$ cat src/sv/kdeg_pkg.sv
// kdeg_pkg: shared types and constants for the key debounce event generator
// used by kdeg_step and key_debounce_event_gen_top; no dependencies
package kdeg_pkg;

    localparam int unsigned MsW      = 8;
    localparam int unsigned HeldW    = 16;
    localparam int unsigned KeysW    = 3;

    // latch bit positions: door bit 2, stop bit 1, on/off bit 0 (1 = active)
    localparam int unsigned DoorIdx  = 2;
    localparam int unsigned StopIdx  = 1;
    localparam int unsigned OnoffIdx = 0;

    localparam logic [2:0] LatchRst      = 3'b101;
    localparam logic [1:0] KeysOnoff     = 2'b01;
    localparam logic [1:0] KeysStop      = 2'b10;
    localparam logic [1:0] KeysNone      = 2'b00;
    localparam logic [1:0] PrevKeysRst   = KeysOnoff;
    localparam logic       PrevDoorRst   = 1'b1;
    localparam logic [MsW-1:0] DebounceRst = 8'd40;
    localparam logic [HeldW-1:0] HeldMax = {HeldW{1'b1}};

    localparam logic KeyIdStop  = 1'b0;
    localparam logic KeyIdOnoff = 1'b1;
    localparam logic StatusSet     = 1'b0;
    localparam logic StatusRelease = 1'b1;

    // one tick transaction
    typedef struct packed {
        logic           door_pin;
        logic           stop_pin;
        logic           onoff_pin;
        logic [MsW-1:0] elapsed_ms;
        logic           powered;
    } kdeg_tick_t;

    // one result transaction
    typedef struct packed {
        logic             evaluated;
        logic             door_event;
        logic             door_status;
        logic             key_event;
        logic             key_id;
        logic             key_status;
        logic [HeldW-1:0] held_ms;
    } kdeg_result_t;

endpackage

$ cat src/sv/kdeg_step.sv
// kdeg_step: debounce state registers and the single-pass tick evaluation
// depends on kdeg_pkg
module kdeg_step
    import kdeg_pkg::*;
(
    input  logic           clk,
    input  logic           rst_n,
    input  logic           step_en,
    input  kdeg_tick_t     tick,
    input  logic [MsW-1:0] debounce_ms,
    output kdeg_result_t   result
);

    logic [MsW-1:0]   bounce_timer_reg, bounce_timer_next;
    logic [KeysW-1:0] latched_keys_reg, latched_keys_next;
    logic [1:0]       previous_keys_reg, previous_keys_next;
    logic             previous_door_reg, previous_door_next;
    logic [HeldW-1:0] press_timer_reg, press_timer_next;

    logic [KeysW-1:0] sample;
    logic [HeldW:0]   press_sum;
    logic [HeldW-1:0] press_sat;
    logic [MsW-1:0]   bt_mid;
    logic [1:0]       keys;
    logic             door;
    logic             ev;
    logic             ev_id;
    logic             ev_st;

    always_comb
    begin
        sample = {~tick.door_pin, ~tick.stop_pin, ~tick.onoff_pin};
        press_sum = {1'b0, press_timer_reg} + {{(HeldW + 1 - MsW){1'b0}}, tick.elapsed_ms};
        press_sat = press_sum[HeldW] ? HeldMax : press_sum[HeldW-1:0];

        latched_keys_next  = latched_keys_reg;
        press_timer_next   = press_sat;
        bt_mid             = bounce_timer_reg;
        previous_keys_next = previous_keys_reg;
        previous_door_next = previous_door_reg;
        result             = '0;
        ev    = 1'b0;
        ev_id = KeyIdStop;
        ev_st = StatusSet;

        // timer running: relatch on change, else count down saturating
        if (bounce_timer_reg != '0)
        begin
            if (latched_keys_reg != sample)
            begin
                latched_keys_next = sample;
                bt_mid = debounce_ms;
                if (sample != '0)
                begin
                    press_timer_next = '0;
                end
            end
            else
            begin
                bt_mid = (bounce_timer_reg > tick.elapsed_ms)
                       ? bounce_timer_reg - tick.elapsed_ms : '0;
            end
        end

        bounce_timer_next = bt_mid;
        door = latched_keys_next[DoorIdx];
        keys = latched_keys_next[StopIdx:OnoffIdx];

        if (bt_mid == '0)
        begin
            result.evaluated = 1'b1;
            result.held_ms   = press_timer_next;
            bounce_timer_next = debounce_ms;
            if (door != previous_door_reg)
            begin
                result.door_event  = 1'b1;
                result.door_status = door;
                previous_door_next = door;
            end
            if (keys == KeysNone)
            begin
                if (previous_keys_reg == KeysOnoff)
                begin
                    ev    = 1'b1;
                    ev_id = KeyIdOnoff;
                    ev_st = StatusRelease;
                end
            end
            else if (previous_keys_reg == KeysNone)
            begin
                if (keys == KeysStop)
                begin
                    ev    = 1'b1;
                    ev_id = KeyIdStop;
                end
                else if (keys == KeysOnoff)
                begin
                    ev    = 1'b1;
                    ev_id = KeyIdOnoff;
                end
            end
            previous_keys_next = keys;
            // power gating drops stop key events
            if (ev && (!tick.powered || ev_id == KeyIdOnoff))
            begin
                result.key_event  = 1'b1;
                result.key_id     = ev_id;
                result.key_status = ev_st;
            end
        end
    end

    always_ff @(posedge clk or negedge rst_n)
    begin
        if (!rst_n)
        begin
            bounce_timer_reg  <= '0;
            latched_keys_reg  <= LatchRst;
            previous_keys_reg <= PrevKeysRst;
            previous_door_reg <= PrevDoorRst;
            press_timer_reg   <= '0;
        end
        else if (step_en)
        begin
            bounce_timer_reg  <= bounce_timer_next;
            latched_keys_reg  <= latched_keys_next;
            previous_keys_reg <= previous_keys_next;
            previous_door_reg <= previous_door_next;
            press_timer_reg   <= press_timer_next;
        end
    end

endmodule

$ cat src/sv/key_debounce_event_gen_top.sv
// key_debounce_event_gen_top: tick input register, debounce step, result register
// depends on kdeg_pkg and kdeg_step
//
//  channel  | handshake                 | payload
//  ---------+---------------------------+------------------------------------------
//  tick in  | in_valid / in_stall       | door_pin stop_pin onoff_pin elapsed_ms powered
//  result   | out_valid / out_stall     | evaluated door_event door_status key_event
//           |                           | key_id key_status held_ms
//  config   | cfg_valid / cfg_ready     | debounce_ms (write only)
//
// a tick is in the input register after its accepting edge and then moves on into the
// result register, from which its result transaction is offered; one transaction per
// cycle sustained while out_stall is low; the input register feeds the step logic, which
// updates state and loads the result register in the same edge
// reset clears the pipeline valids and loads the debounce state and a 40 ms window
// in_stall rises only when the input register holds a tick and the result register is
// full and stalled; cfg_ready is always high
module key_debounce_event_gen_top
    import kdeg_pkg::*;
(
    input  logic             clk,
    input  logic             rst_n,
    // tick channel
    input  logic             in_valid,
    output logic             in_stall,
    input  logic             door_pin,
    input  logic             stop_pin,
    input  logic             onoff_pin,
    input  logic [MsW-1:0]   elapsed_ms,
    input  logic             powered,
    // config channel
    input  logic             cfg_valid,
    output logic             cfg_ready,
    input  logic [MsW-1:0]   debounce_ms,
    // result channel
    output logic             out_valid,
    input  logic             out_stall,
    output logic             evaluated,
    output logic             door_event,
    output logic             door_status,
    output logic             key_event,
    output logic             key_id,
    output logic             key_status,
    output logic [HeldW-1:0] held_ms
);

    logic           in_valid_reg;
    kdeg_tick_t     tick_reg;
    logic           out_valid_reg;
    kdeg_result_t   result_reg;
    kdeg_result_t   result_next;
    logic [MsW-1:0] debounce_ms_reg;

    logic out_free;
    logic step_en;
    logic in_take;

    // result register can take a new transaction when empty or draining
    assign out_free  = !out_valid_reg || !out_stall;
    assign step_en   = in_valid_reg && out_free;
    // input register can take a tick when empty or moving on this edge
    assign in_stall  = in_valid_reg && !out_free;
    assign in_take   = in_valid && !in_stall;
    assign cfg_ready = 1'b1;

    always_ff @(posedge clk or negedge rst_n)
    begin
        if (!rst_n)
        begin
            debounce_ms_reg <= DebounceRst;
        end
        else if (cfg_valid && cfg_ready)
        begin
            debounce_ms_reg <= debounce_ms;
        end
    end

    // input register
    always_ff @(posedge clk or negedge rst_n)
    begin
        if (!rst_n)
        begin
            in_valid_reg <= 1'b0;
        end
        else if (in_take)
        begin
            in_valid_reg <= 1'b1;
        end
        else if (step_en)
        begin
            in_valid_reg <= 1'b0;
        end
    end

    always_ff @(posedge clk)
    begin
        if (in_take)
        begin
            tick_reg <= '{door_pin:   door_pin,
                          stop_pin:   stop_pin,
                          onoff_pin:  onoff_pin,
                          elapsed_ms: elapsed_ms,
                          powered:    powered};
        end
    end

    kdeg_step u_step (
        .clk         (clk),
        .rst_n       (rst_n),
        .step_en     (step_en),
        .tick        (tick_reg),
        .debounce_ms (debounce_ms_reg),
        .result      (result_next)
    );

    // result register
    always_ff @(posedge clk or negedge rst_n)
    begin
        if (!rst_n)
        begin
            out_valid_reg <= 1'b0;
        end
        else if (out_free)
        begin
            out_valid_reg <= in_valid_reg;
        end
    end

    always_ff @(posedge clk)
    begin
        if (step_en)
        begin
            result_reg <= result_next;
        end
    end

    assign out_valid   = out_valid_reg;
    assign evaluated   = result_reg.evaluated;
    assign door_event  = result_reg.door_event;
    assign door_status = result_reg.door_status;
    assign key_event   = result_reg.key_event;
    assign key_id      = result_reg.key_id;
    assign key_status  = result_reg.key_status;
    assign held_ms     = result_reg.held_ms;

    // held time and key events only come out of an evaluation
    a_held_needs_eval: assert property (@(posedge clk) disable iff (!rst_n)
        (out_valid && !evaluated) |-> (held_ms == '0 && !key_event && !door_event))
        else $error("result fields set without evaluation");

    // door status is only reported together with a door event
    a_door_status: assert property (@(posedge clk) disable iff (!rst_n)
        (out_valid && !door_event) |-> !door_status)
        else $error("door status without door event");

    // a tick in the input register moves on whenever the result side is free
    a_step_moves: assert property (@(posedge clk) disable iff (!rst_n)
        (in_valid_reg && out_free) |=> (out_valid_reg))
        else $error("tick lost between input and result registers");

    // a stalled result holds its value
    a_result_hold: assert property (@(posedge clk) disable iff (!rst_n)
        (out_valid && out_stall) |=> (out_valid && $stable(result_reg)))
        else $error("stalled result changed");

endmodule

$ cat config.mk
export PLATFORM = sky130hd
export DESIGN_NAME = key_debounce_event_gen_top
export DESIGN_NICKNAME = d
export VERILOG_FILES = /design/src/sv/kdeg_pkg.sv /design/src/sv/kdeg_step.sv /design/src/sv/key_debounce_event_gen_top.sv
export SDC_FILE = /design/constraint.sdc
export NUM_CORES = 1
export LEC_CHECK = 0
export BUFFER_PORTS_ARGS = -buffer_cell sky130_fd_sc_hd__buf_2
export CAP_MARGIN = 30
export CORE_UTILIZATION = 50
export DETAILED_ROUTE_END_ITERATION = 10
export PLACE_DENSITY = 0.73
export RECOVER_POWER = 50
export SETUP_SLACK_MARGIN = 0.02
export SYNTH_ARGS = -nofsm -noshare
export SYNTH_HDL_FRONTEND = slang
export SYNTH_SLANG_ARGS = --single-unit
$ cat constraint.sdc
create_clock -name clk -period 2.9 [get_ports clk]
set_input_delay 0.435 -clock clk [delete_from_list [all_inputs] [get_ports clk]]
set_output_delay 0.435 -clock clk [all_outputs]
set_load 0.03 [all_outputs]
==> results of run 1 <==
[cell families (layout without fill, tap and decap cells)]
group,Yosys count,after routing,synth area share (%)
buffers and inverters,32,120,3.36
DFF,74,74,50.4
AOI/OAI and AO/OA,107,107,17.8
and+or+nand+nor,134,134,15.9
other,1,1,0.0932
xor gates and xnor gates,13,13,2.83
adders and majority gates,20,20,6.59
muxes,11,11,3.02
[area by class of cell]
cell class	count	area (um2)
fill	631	2740
multi-input combinational	286	2070
sequential	74	2030
timing repair buffer	85	515
clock buffer	10	128
tap	102	128
clock inverter	6	91.3
inverter	19	71.3
[power groups by stage]
stage | sequential (mW) | clock (mW) | combinational [mW]
after floorplan | 1.39 | 0 | 0.700
after global placement | 1.37 | 0 | 0.957
after detailed placement | 1.37 | 0 | 0.988
after CTS | 1.35 | 0.895 | 1.02
after global routing | 1.38 | 0.933 | 1.35
final | 1.37 | 0.884 | 1.24
[worst min-delay path by stage]
stage,start,to
after floorplan,rst_n,debounce_ms_reg[0]
after global placement,in_valid_reg,out_valid
after detailed placement,u_step.press_timer_reg[6],u_step.press_timer_reg[6]
after CTS,door_pin,tick_reg[11]
after global routing,elapsed_ms[1],tick_reg[2]
final,elapsed_ms[1],tick_reg[2]
[worst max-delay path, stage by stage (launching register included)]
cell       delay, ns
edfxtp_1        0.44
ha_4            0.19
fa_2            0.40
nand2b_4        0.17
a21oi_1         0.17
xnor2_1         0.19
nand3_2         0.15
a2111oi_4       0.42
buf_4           0.22
nand3_4         0.15
nor3b_2         0.20
[through the flow]
stage               hold WS (ns)  cells
detailed placement         0.475    545
CTS                        0.236    564
global route               0.240    582
finish                     0.245    582
floorplan                  0.139    392
global placement           0.466    545
[what timing repair did]
item                                   CTS  global route
endpoints found under the hold margin    0             8
hold buffers                             0             1
pin swaps                                3            16
cloned                                   0             0
resized for setup                        6            41
setup endpoints to repair               29            33
setup buffers                            3            17
[routing by layer]
layer  wire [um]  global-route usage (%)  part of all wire, %
met1        4120                    28.6                   44
met2        4680                    37.3                   49
met3         496                    4.23                  5.2
met4         157                    7.29                  1.7
met5           0                       0                    0
[placed cells by master, fill, tap and decap left out, types with 5 or more instances in the layout]
cell / netlist / final
buf_4: 1 / 32
and3_1: 5 / 5
nand2b_1: 8 / 7
nor2_2: 0 / 5
buf_2: 3 / 24
nand3_1: 11 / 10
a21oi_1: 26 / 25
dfstp_2: 6 / 5
a31oi_1: 7 / 5
clkbuf_8: 0 / 9
nor2_1: 39 / 34
edfxtp_1: 34 / 34
dfrtp_1: 34 / 34
o21ai_0: 39 / 34
o21ai_1: 1 / 6
mux2_2: 9 / 7
nor3_1: 7 / 5
clkbuf_1: 8 / 25
ha_1: 18 / 13
inv_1: 19 / 17
xnor2_1: 9 / 9
nand2_1: 37 / 36
==> results.md, run 1 <==
- Outcome: complete, but fails checks
- Failing checks: max-capacitance violations, max-slew violations
- Total vias in the final route: 3297
- Antenna-violating nets left: 0
- DRT Wirelength: 9450 um
- Slew Limit Fails: 33
- Hold Crit Depth: 1
- CTS root buffer: clkbuf_8
- Critical Path AT: 3.08 ns
- Fmax: 347 MHz
- Period minus WS final: 2.88 ns
- Internal Dissipation: 2.28 mW
- Mean Syn Cell Area: 10.3 um2
- Ys Warns: 0
- Sequential power share: 39.1%
- Lkg Pwr: 2.03 nW
- NetSw: 1.21 mW
- Cells after Synth: 392
- CP Launch Point: tick_reg[1]
- Via count of the first global-routing pass: 3052
- Synth area leader: edfxtp_1
- VDD IR max: 0.270 mV
- Mapped Area: 0.00402 mm2
- WL per Instance: 16.2 um
- CP endpoint kind: flip-flop
- Htree depth: 3
- Num CTS Buffers: 9
- Layout cells sized above 1: 27.3%
- Sw frac: 34.6%
- Fraction of registers with async set/reset: 54.1%
- Top cells by area, synth: edfxtp_1 25%, dfrtp_1 21%, ha_1 5.6%, o21ai_0 4.9%, dfstp_2 3.9%
- CP endpoint: held_ms[8]
- Worst Hold Class: in -> reg
- Most used DFF post-synth: edfxtp_1
- Final core utilization: 64.7%
- Worst reg2reg endpoint: held_ms[8]
- Hold Violations, Final: 0
- Synth cell count leaders: 39 x nor2_1, 39 x o21ai_0, 37 x nand2_1, 34 x dfrtp_1, 34 x edfxtp_1
- First-pass DRT Iterations: 5
- DP Wirelength: 6100 um
- Final nets: 520
- Site Rows: 32
- Initial antenna violation count: 0
- Combinational share of power: 35.6%
- WS Path Type: reg -> reg
- Area growth syn-to-layout: 25.0%
- GRT Total Usage: 22.1%
- Total gr overflow: 0
- Chip height: 91.7 um
- Design area: 0.00503 mm2
- Worst-Margin Slew: 1.52 ns
- Total power: 3.49 mW
- Worst setup margin: 0.0205 ns
- Final Cycle Share: 99.3%
- # DRC: 0
- I/O pins: 50
- Worst setup SP type: flip-flop
- Worst flop-to-flop path startpoint: tick_reg[1]
- RSZ-0062 raised after global routing: yes
- DP Worst Slack: -0.0996 ns
- Max FO, Critical Path: 7
- Top-area cell type share of the netlist area: 25.4%
- CTS tree: done
- R2R depth: 10
- Clock power share: 25.3%
- Flops & latches, synth: 74
- Worst-path clk slew: 0.09 ns
- Register area share after synthesis: 50.4%
- Slew headroom: -1.51%
- Syn_nets: 437
- DRT iter0 DRCs: 173
- Clk_skew: 0.0193 ns
- Worst EP required: 3.10 ns
- Yosys cell types: 55
- First-pass GRT wire length: 14500 um
- Die area: 0.00841 mm2
- Antenna Cells: 0
- Core Region: 0.00777 mm2
- TNS Setup: 0 ns
- Total of max-cap violations: 1
- Vias per cell: 5.66
- Worst R2R Setup Slack: 0.02 ns
- Die W: 91.7 um
- Post-synth EDFFs: 34
- Largest net degree at the start of global routing: 41
- Clock Path Buffers: 2
- Clk_lat worst skew: 0.36 ns
- Pwr per Cell Area: 695 mW/mm2
- Clock Sinks: 74
- Cell area after placement: 0.00446 mm2
- Final setup fails: 0
- Initial Utilization: 51.8%
- GP Congestion: 0.913
- Port-buffer cells: 48
Note: power is estimated with default switching activity, not from simulation.
==> inputs of run 2 (changes only) <==
- CORE_UTILIZATION: 50 -> 45
- CTS_BUF_LIST: unset -> sky130_fd_sc_hd__clkbuf_4
- PLACE_DENSITY: 0.73 -> 0.67
==> results.md, run 2 (synthesis results as in run 1) <==
- Internal Dissipation: 2.04 mW (-11%)
- Lkg Pwr: 2.08 nW (+2.4%)
- Largest net degree at the start of global routing: 41 (unchanged)
- Worst setup margin: 0.0489 ns (+0.0284 ns)
- Combinational share of power: 37.3% (+1.7 points)
- Layout cells sized above 1: 31.5% (+4.2 points)
- First-pass DRT Iterations: 4 (-1)
- RSZ-0062 raised after global routing: yes
- Outcome: complete, no violations
- Worst setup SP type: flip-flop
- I/O pins: 50 (unchanged)
- Initial antenna violation count: 0 (unchanged)
- Total vias in the final route: 3254 (-1.3%)
- Antenna-violating nets left: 0 (unchanged)
- WL per Instance: 15.6 um (-4.0%)
- Clk_skew: 0.0128 ns (-0.00643 ns)
- CP Launch Point: tick_reg[1]
- HP Start: elapsed_ms[3]
- Slew Limit Fails: 0 (-100%)
- Worst reg2reg endpoint: door_event
- Slew headroom: 49.3% (+51 points)
- Cell area after placement: 0.00452 mm2 (+1.2%)
- Worst flop-to-flop path startpoint: tick_reg[1]
- Final setup fails: 0 (unchanged)
- Sequential power share: 42.7% (+3.6 points)
- Buf/Inv on CP: 1 (unchanged)
- Clock Path Buffers: 2 (unchanged)
- # DRC: 0 (unchanged)
- Worst-path clk slew: 0.13 ns (+0.04 ns)
- Pwr per Cell Area: 645 mW/mm2 (-7.2%)
- Fill cells: 777 (+23%)
- Initial Utilization: 46.4% (-5.4 points)
- Post-Place Cells: 559 (+2.6%)
- Area of the multi-input gates: 0.00205 mm2 (-0.97%)
- Design area: 0.00497 mm2 (-1.2%)
- Period minus WS final: 2.85 ns (-0.0284 ns)
- Clk_lat worst skew: 0.42 ns (+0.06 ns)
- Clock power share: 20.0% (-5.3 points)
- R2R depth: 10 (unchanged)
- Die area: 0.00932 mm2 (+11%)
- GRT Total Usage: 20.7% (-1.3 points)
- NetSw: 1.16 mW (-3.8%)
- Fmax: 351 MHz (+1.0%)
- Clock Sinks: 74 (unchanged)
- VDD IR max: 0.255 mV (-5.4%)
- DP Worst Slack: -0.103 ns (-0.00305 ns)
- Hold Crit Depth: 1 (unchanged)
- Worst Hold Class: in -> reg
- Final nets: 520 (unchanged)
- Kind of cell adding the most delay to the critical path: compound AO/OA/AOI/OAI gates
- Die W: 96.6 um (+5.3%)
- Final Cycle Share: 98.3% (-0.98 points)
- Core Region: 0.00868 mm2 (+12%)
- Hold Violations, Final: 0 (unchanged)
- Worst EP required: 3.10 ns (about the same)
- Most common cell after layout, fill and taps aside: buf_2
- CP max stage delay: 0.45 ns (about the same)
- Total of max-cap violations: 0 (-1)
- First-pass GRT wire length: 14600 um (+0.71%)
- DRT Wirelength: 9170 um (-3.0%)
- TNS Setup: 0 ns (unchanged)
- Final core utilization: 57.2% (-7.5 points)
- Via count of the first global-routing pass: 3064 (+0.39%)
- GP Congestion: 0.860 (-5.8%)
- Chip height: 96.6 um (+5.3%)
- Layout Cells excl Fill: 588 (+1.0%)
- Vias per cell: 5.53 (-2.3%)
- Port-buffer cells: 48 (unchanged)
- Worst R2R Setup Slack: 0.05 ns (+0.03 ns)
- Sw frac: 36.3% (+1.7 points)
- DRT iter0 DRCs: 119 (-31%)
- CP Cell Sequence: ha_4 > fa_2 > nand2b_4 > a211oi_4 > o311ai_4 > o41ai_4 > a2111oi_4 > nand2_1 > buf_6 > nor2_1
- Site Rows: 34 (+6.3%)
- DP Wirelength: 6310 um (+3.4%)
- Num CTS Buffers: 9 (unchanged)
- WS Path Type: reg -> reg
- Max FO, Critical Path: 11 (+4)
- Critical Path AT: 3.05 ns (-0.03 ns)
- Worst-Margin Slew: 0.760 ns (-0.763 ns)
- CTS root buffer: clkbuf_4
- CTS tree: done
- CP max stage cell: edfxtp_1
- CP endpoint kind: flip-flop
- Reg area: 0.00203 mm2 (unchanged)
- Most frequent cells in the layout: 47 x buf_2, 38 x o21ai_0, 37 x nand2_1
- Worst min-delay path endpoint: tick_reg[4]
- Area growth syn-to-layout: 23.4%
- Total gr overflow: 0 (unchanged)
- Htree depth: 3 (unchanged)
- Antenna Cells: 0 (unchanged)
==> run 2: changes by cell type in the layout (fill, tap and decap cells not counted), moves of 2 or more <==
cell and change:
buf_2 +23, o21ai_0 +4, a31oi_1 +2, clkbuf_1 -24, ha_2 -2, clkbuf_4 +9
clkbuf_8 -9, ha_1 +3, o21ai_1 -4
==> run 2: worst max-delay path by stage <==
stage / endpoint / slack [ns] / cells past startpoint
final: door_event / 0.05 / 10
after global routing: held_ms[2] / -0.06 / 10
after CTS: key_id / 0.03 / 10
after detailed placement: held_ms[8] / -0.10 / 10
after global placement: held_ms[15] / -0.003 / 11
after floorplan: key_status / 0.05 / 10
==> run 2: through the flow <==
stage               power [mW]  hold WS, ns
finish                    3.20        0.179
CTS                       3.06        0.146
floorplan                 2.09        0.139
global route              3.41        0.148
global placement          2.37        0.466
detailed placement        2.40        0.474
==> run 2: layout make-up <==
type                            count  area share, %
Clock inverter                      7           1.41
Inverter                           19           1.44
Sequential cell                    74           40.9
Tap cell                          108           2.72
Timing Repair Buffer               85           11.0
Clock buffer                        9           1.36
Multi-Input combinational cell    286           41.2
==> run 2: per-layer routing <==
layer,GRT usage (%),up-vias,routed length (um)
met5,0,-,0
met4,7.35,0,156
met3,4.38,17,409
met2,33.9,78,4440
met1,27.1,1579,4160
li1,-,1580,-
==> run 2: power by group through the flow <==
stage | combinational [mW] | sequential [mW] | clock [mW]
finish | 1.19 | 1.37 | 0.640
global route | 1.32 | 1.38 | 0.709
CTS | 1.03 | 1.36 | 0.664
detailed placement | 1.02 | 1.38 | 0
global placement | 0.996 | 1.37 | 0
floorplan | 0.700 | 1.39 | 0
==> run 2: what timing repair did <==
action | in CTS | in global routing
resized for setup | 3 | 35
hold buffers | 0 | 1
setup endpoints to repair | 26 | 31
setup buffers | 1 | 13
pin swaps | 2 | 18
hold endpoints to repair | 0 | 16
